[config.mk]
export PLATFORM = sky130hd
export DESIGN_NAME = rcsc_switch
export DESIGN_NICKNAME = d
export VERILOG_FILES = /design/src/hw/rtl/rcsc_pkg.sv /design/src/hw/rtl/rcsc_switch.sv
export SDC_FILE = /design/constraint.sdc
export NUM_CORES = 2
export LEC_CHECK = 0
export BUFFER_PORTS_ARGS = -buffer_cell sky130_fd_sc_hd__buf_2
export CAP_MARGIN = 20
export CELL_PAD_IN_SITES_DETAIL_PLACEMENT = 0
export CELL_PAD_IN_SITES_GLOBAL_PLACEMENT = 1
export CORE_MARGIN = 5
export CORE_UTILIZATION = 52
export DETAILED_ROUTE_END_ITERATION = 8
export PLACE_DENSITY = 0.92
export SETUP_SLACK_MARGIN = 0.02
export SLEW_MARGIN = 20
export SYNTH_ARGS = -nofsm -noshare
export SYNTH_HDL_FRONTEND = slang
export SYNTH_SLANG_ARGS = --single-unit
export TNS_END_PERCENT = 30
[constraint.sdc]
create_clock -name i_clk -period 6.9 [get_ports i_clk]
set_input_delay 1.38 -clock i_clk [delete_from_list [all_inputs] [get_ports i_clk]]
set_output_delay 1.38 -clock i_clk [all_outputs]
set_load 0.005 [all_outputs]
[src/hw/rtl/rcsc_pkg.sv]
`default_nettype none
// ----------------------------------------------------------------------------
// rcsc_pkg
// Types and constants shared by the stick and switch conditioner.
// ----------------------------------------------------------------------------
package rcsc_pkg;

    localparam int NUM_CHANNELS = 8;
    localparam int CH_IDX_W     = $clog2(NUM_CHANNELS);
    localparam int NUM_STICKS   = 4;
    localparam int NUM_SWITCHES = 4;
    localparam int NSTAGE       = 6;

    localparam int PULSE_W = 12;
    localparam int STICK_W = 18;
    localparam int LEVEL_W = 16;
    localparam int SEL_W   = 4;

    typedef logic [PULSE_W-1:0]        t_pulse;
    typedef logic signed [STICK_W-1:0] t_stick;
    typedef logic signed [LEVEL_W-1:0] t_level;

    // stick arithmetic
    localparam logic [PULSE_W-1:0] STICK_CENTER = 12'd1500;
    localparam logic [20:0]        DZ_SCALE     = 21'd500;
    localparam logic [40:0]        ROUND_BIAS   = 41'd1024000;
    localparam int                 DIV_SHIFT    = 14;
    localparam logic [23:0]        Q_CLAMP      = 24'd16384125;
    localparam logic [STICK_W-1:0] STICK_MAX_POS = 18'd131071;
    localparam logic [STICK_W-1:0] STICK_MAX_NEG = 18'd131072;

    // floor(x / 125) as (x * RECIP_125) >> RECIP_SHIFT plus one correction step
    localparam logic [24:0] RECIP_125   = 25'd17179869;
    localparam int          RECIP_SHIFT = 31;
    localparam logic [23:0] DIV_125     = 24'd125;

    // switch arithmetic
    localparam logic [20:0]        SW_ROUND     = 21'd62;
    localparam logic [LEVEL_W-1:0] LEVEL_BIAS   = 16'd4096;
    localparam t_level             SWITCH_LIMIT = 16'sd4506;

    localparam int SW_FSM = 0;
    localparam int SW_CMD = 1;
    localparam int SW_RBT = 2;
    localparam int SW_KIL = 3;

    typedef enum logic [2:0] {
        CFG_DEADZONE_LEVEL     = 3'd0,
        CFG_DEADZONE_GAIN      = 3'd1,
        CFG_SWITCH_ON_LEVEL    = 3'd2,
        CFG_CENTERED_THRESHOLD = 3'd3,
        CFG_FSM_CHANNEL_SEL    = 3'd4,
        CFG_COMMAND_CHANNEL_SEL = 3'd5,
        CFG_REBOOT_CHANNEL_SEL = 3'd6,
        CFG_KILL_CHANNEL_SEL   = 3'd7
    } t_cfg_index;

    typedef struct packed {
        logic [11:0]        deadzone_level;
        logic [15:0]        deadzone_gain;
        logic signed [14:0] switch_on_level;
        logic [13:0]        centered_threshold;
        logic [SEL_W-1:0]   fsm_channel_sel;
        logic [SEL_W-1:0]   command_channel_sel;
        logic [SEL_W-1:0]   reboot_channel_sel;
        logic [SEL_W-1:0]   kill_channel_sel;
    } t_cfg;

    localparam t_cfg CFG_RESET = '{
        deadzone_level:      12'd410,
        deadzone_gain:       16'd4551,
        switch_on_level:     15'sd2048,
        centered_threshold:  14'd410,
        fsm_channel_sel:     4'd5,
        command_channel_sel: 4'd6,
        reboot_channel_sel:  4'd7,
        kill_channel_sel:    4'd8
    };

    typedef struct packed {
        logic [NSTAGE:1] load;
        logic [NSTAGE:1] valid;
    } t_pipe_ctl;

    typedef struct packed {
        logic fsm_on;
        logic fsm_entered;
        logic command_on;
        logic reboot_entered;
        logic kill_on;
        logic invalid;
    } t_sw_flags;

    typedef struct packed {
        t_stick stick;
        logic   centered;
    } t_lane_out;

endpackage
`default_nettype wire

[src/hw/rtl/rcsc_switch.sv]
`default_nettype none
// ----------------------------------------------------------------------------
// rcsc_switch
// Four selectable switch channels: level in Q.12, threshold, rising edges,
// range check. Edge history advances as each frame leaves stage 3.
// ----------------------------------------------------------------------------
module rcsc_switch import rcsc_pkg::*; (
    input  logic      i_clk,
    input  logic      i_rst_n,
    input  t_pulse    i_pulse [NUM_CHANNELS],
    input  t_cfg      i_cfg,
    input  t_pipe_ctl i_ctl,
    output t_sw_flags o_flags
);

    localparam int Y_W  = 21;
    localparam int A_W  = 15;
    localparam int YM_W = Y_W + 25;

    function automatic t_pulse pulse_at(input t_pulse pulses [NUM_CHANNELS],
                                        input logic [SEL_W-1:0] sel);
        logic [SEL_W-1:0] idx;
        idx = sel - 1'b1;
        if (sel == '0 || sel > SEL_W'(NUM_CHANNELS)) begin
            return '0;
        end
        return pulses[idx[CH_IDX_W-1:0]];
    endfunction

    logic [SEL_W-1:0] w_sel [NUM_SWITCHES];
    assign w_sel[SW_FSM] = i_cfg.fsm_channel_sel;
    assign w_sel[SW_CMD] = i_cfg.command_channel_sel;
    assign w_sel[SW_RBT] = i_cfg.reboot_channel_sel;
    assign w_sel[SW_KIL] = i_cfg.kill_channel_sel;

    logic [Y_W-1:0]  n_y    [NUM_SWITCHES];
    logic [Y_W-1:0]  r_y1   [NUM_SWITCHES];
    logic [Y_W-1:0]  r_y2   [NUM_SWITCHES];
    logic [YM_W-1:0] n_ym   [NUM_SWITCHES];
    logic [A_W-1:0]  r_a2   [NUM_SWITCHES];
    logic [Y_W-1:0]  n_rem  [NUM_SWITCHES];
    t_level          n_lvl  [NUM_SWITCHES];
    t_level          r_lvl3 [NUM_SWITCHES];

    // p*4096+500 over 8 is exact as p*512+62; the rest divides by 125
    always_comb begin
        for (int s = 0; s < NUM_SWITCHES; s++) begin
            n_y[s]   = {pulse_at(i_pulse, w_sel[s]), 9'b0} + SW_ROUND;
            n_ym[s]  = YM_W'(r_y1[s]) * YM_W'(RECIP_125);
            n_rem[s] = r_y2[s] - (Y_W'(r_a2[s]) * Y_W'(DIV_125));
            n_lvl[s] = t_level'((LEVEL_W'(r_a2[s]) + LEVEL_W'(n_rem[s] >= Y_W'(DIV_125)))
                                - LEVEL_BIAS);
        end
    end

    always_ff @(posedge i_clk) begin
        for (int s = 0; s < NUM_SWITCHES; s++) begin
            if (i_ctl.load[1]) begin
                r_y1[s] <= n_y[s];
            end
            if (i_ctl.load[2]) begin
                r_y2[s] <= r_y1[s];
                r_a2[s] <= n_ym[s][RECIP_SHIFT +: A_W];
            end
            if (i_ctl.load[3]) begin
                r_lvl3[s] <= n_lvl[s];
            end
        end
    end

    // stage 4: flags against the threshold and the previous frame
    t_level    w_th;
    logic      r_primed;
    t_level    r_prev_fsm;
    t_level    r_prev_rbt;
    t_sw_flags n_flags;
    t_sw_flags r_flags4;
    t_sw_flags r_flags5;

    assign w_th = LEVEL_W'(i_cfg.switch_on_level);

    function automatic logic out_of_range(input t_level lvl);
        return (lvl < -SWITCH_LIMIT) || (lvl > SWITCH_LIMIT);
    endfunction

    always_comb begin
        n_flags.fsm_on         = r_lvl3[SW_FSM] > w_th;
        n_flags.command_on     = r_lvl3[SW_CMD] > w_th;
        n_flags.kill_on        = r_lvl3[SW_KIL] > w_th;
        n_flags.fsm_entered    = r_primed && (r_prev_fsm < w_th) && (r_lvl3[SW_FSM] > w_th);
        n_flags.reboot_entered = r_primed && (r_prev_rbt < w_th) && (r_lvl3[SW_RBT] > w_th);
        n_flags.invalid        = out_of_range(r_lvl3[SW_FSM]) ||
                                 out_of_range(r_lvl3[SW_CMD]) ||
                                 out_of_range(r_lvl3[SW_RBT]);
    end

    always_ff @(posedge i_clk) begin
        if (!i_rst_n) begin
            r_primed   <= 1'b0;
            r_prev_fsm <= '0;
            r_prev_rbt <= '0;
        end else if (i_ctl.load[4] && i_ctl.valid[3]) begin
            r_primed   <= 1'b1;
            r_prev_fsm <= r_lvl3[SW_FSM];
            r_prev_rbt <= r_lvl3[SW_RBT];
        end
    end

    always_ff @(posedge i_clk) begin
        if (i_ctl.load[4]) begin
            r_flags4 <= n_flags;
        end
        if (i_ctl.load[5]) begin
            r_flags5 <= r_flags4;
        end
    end

    assign o_flags = r_flags5;

endmodule
`default_nettype wire

==> impl.org <==
** STA
- The final count of hold timing violations is 0.
- Fmax achieved :: 154 MHz
- The worst path in the final design needs a cycle of 6500 ps, including I/O delays and setup.
- Unrepaired setup endpoints after global routing :: yes
- Setup violations remaining at the end of the flow were counted as 0.
- For the pin with the worst max-slew slack, the measured transition is 1170 ps.
- Fin crit share :: 94.2%
- Final max-slew violation count :: 0
- In this run the tightest slew margin relative to its limit is 22.2%.
- Summed over all failing endpoints, the final setup total negative slack is 0 ps.
- Skew final :: 17.3 ps

** Worst setup path
- Most frequent cell on the critical path :: fa_1
- For this run, the slowest stage of the critical path takes 560 ps.
- Cell chain of the critical path :: inv_1, fa_1, fa_1, fa_1, inv_1, fa_1, inv_1, ha_1, a21oi_1, o21ai_0, or3_1, o2111ai_1, a21oi_1, nor4_1, nor3_1, xnor2_1, nand4_1, ha_1, and3_1, and3_1, nand3_1, nand2_1, xnor2_1
- At the worst endpoint, the arrival time is 6790 ps.
- Slowest-stage cell, CP :: fa_1
- Of all nets on the critical path, the largest fanout is 8.
- The worst setup path is captured at a flop.
- At the worst endpoint, the required time is 7190 ps.
- Category of the worst setup path launch point :: flop
- The worst setup path is of the reg2reg kind.

** Clock network
- Total clock buffers created by CTS :: 34
- After clock tree synthesis, the clock-pin slew on the worst setup and hold paths is 60 ps.
- For the worst-skew pair, the clock arrives at the later sink with an insertion delay of 550 ps.
- TritonCTS clock tree :: yes
- CTS Root Buffer Type :: clkbuf_16
- The clock passes through at most 3 buffers.
- The H-tree was split into 2 levels.
- Clock sinks :: 265
- Buffers inserted to repair hold after CTS numbered 0.

** Floorplanning
- Number of rows in the core area :: 110
- From bottom edge to top edge, the die measures 311 um.
- Num ports :: 189
- Die footprint :: 0.0970 mm2
- The initial utilization of the core area, before any placement, comes to 52.4%.
- The total area inside the core boundary comes to 0.0901 mm2.
- Chip Width :: 311 um

** Global routing
- Total global routing track utilization :: 21.6%
- The initial antenna violation count came to 1.
- The total overflow left after global routing is 0.
- The first global-routing pass estimated 172 mm of wire.
- Number of global-route vias before repair :: 33570
- Entering global routing, the biggest net connects 75 pins.

** Synth
- Number of distinct library cells after synthesis :: 82
- Asr flop ratio synth :: 0%
- Post-synthesis net count :: 6405
- Instance count of the mapped netlist :: 4576
- Fraction of the yosys area taken by sequential cells :: 16.1%
- After synthesis the cells add up to 0.0473 mm2.
- In this run the mean area of a mapped cell was 10.3 um2.
- #FFs+latches synth :: 265
- Most frequently used flop master after synthesis :: edfxtp_1
- The Yosys step of the flow raised 0 warnings.
- Number of flops mapped to enable cells by yosys :: 232

** Run status
- The flow ran to the end, and the final reports show no timing, DRC or antenna violations.

** Route
- Dividing the detail-routed wire length by the instance count gives 17.1 um.
- Via count :: 32119
- For this run, design rule violations remaining after detail routing come to 0.
- The routed design has 102 mm of wire.
- Post-detailed-route count of antenna-violating nets :: 0
- In the routed layout, each cell is associated on average with a via count of 5.36.
- The first routing iteration left 1804 violations.
- Before antenna repair, the detailed router went through 5 iterations.

** Layout
- Total number of nets in the final design :: 6617
- Of the cells placed in the final design, the portion with a size suffix greater than 1 is 8.60%.
- Relative area change from synthesis to final layout :: 8.13%
- Diode insertion count for antenna repair :: 0

** Job
- MaxCap Viol Count :: 0

** Hold path
- Class of the tightest hold or removal check :: reg2reg

** Placement
- In this run the tool buffered the top-level ports with 140 buffer cells.
- The congestion estimate from routability-driven global placement came to 0.980.
- After legalization and detailed placement, the total HPWL measured 87.4 mm.
[through the flow]
step	std cells	instance area (um2)	hold WS, ps	util (%)	setup slack (ps)
2_1_floorplan	4576	47300	400	-	841
3_3_place_gp	5925	49900	404	55.3	280
3_5_place_dp	5925	49900	407	55.3	236
4_1_cts	5985	51000	417	56.6	218
5_1_grt	5988	51100	429	56.7	32.0
6_report	5988	51100	416	56.7	400
[timing repair]
item / 4_1_cts / 5_1_grt
gates resized for setup: 0 / 7
endpoints found under the setup margin: 0 / 5
buffers inserted: 0 / 3
[area by class of cell]
class	instances	area, um2
tap	1176	1470
clock buffer	40	937
fill	7648	39000
multi-input combinational	3130	35200
inverter	1128	4230
sequential	265	7630
clock inverter	20	220
timing repair buffer	229	1370
[critical path: cells and delay by family, from the launching register on]
family                     cells  cell delay, ps
adders and majority gates      6            2840
and+or+nand+nor                8            1550
AOI/OAI and AO/OA              4             770
DFF                            1             430
buffers and inverters          3             360
xor gates and xnor gates       2             280
[registers in the layout, indices dropped and copies added, names as in the netlist]
register,flops
r_y1,48
r_flags4,6
o_flags,6
r_y2,48
r_primed,1
r_lvl3,64
r_prev_rbt,16
r_a2,60
r_prev_fsm,16
[cell usage in the layout, fill, tap and decap left out, drive strengths merged, types with 92 or more instances in the layout]
cell type / instances
inv: 1132
ha: 1094
fa: 552
nand2: 257
edfxtp: 232
buf: 229
a21oi: 183
nor2: 116
xnor2: 114
mux4: 96
o21ai: 92
[Yosys cell counts, drive strengths merged, types with 40 or more instances]
cell type,count,area (um2)
a21boi,40,300
inv,1128,4230
fa,552,11100
mux4,96,2160
o21a,47,354
edfxtp,232,6970
nand4,41,257
xnor2,114,998
nor2,116,435
nand2,257,965
o21ai,92,460
clkbuf,42,158
a21oi,183,920
nor3,43,215
ha,1094,13700
a21o,56,420
nand3,43,215
[logic make-up after synthesis]
kind of cell | Yosys count | synth area share [%]
AOI/OAI and AO/OA | 589 | 8.18
xor gates and xnor gates | 146 | 2.73
adders and majority gates | 1646 | 52.3
buffers and inverters | 1181 | 9.38
DFF | 265 | 16.1
muxes | 109 | 4.85
and+or+nand+nor | 640 | 6.38
[per-layer routing]
metal	track usage [%]	up-vias	routed length, um
li1	-	15621	-
met1	30.8	15643	47200
met2	35.0	705	47000
met3	2.43	148	4760
met4	6.65	2	3480
met5	0	-	20
[final timing paths]
check                                            from                      end  slack, ps  cells after the start
worst max-delay path             r_a2[3][7]$_DFFE_PP_  r_lvl3[3][14]$_DFFE_PP_        400                     23
worst min-delay path            r_flags4[3]$_DFFE_PP_     o_flags[3]$_DFFE_PP_        420                      0
worst min register to register  r_flags4[3]$_DFFE_PP_     o_flags[3]$_DFFE_PP_        420                      0
worst max register to register   r_a2[3][7]$_DFFE_PP_  r_lvl3[3][14]$_DFFE_PP_        400                     23
Power is not shown: default switching activity piles up to over one toggle a cycle in this logic, so the estimate is an artifact.
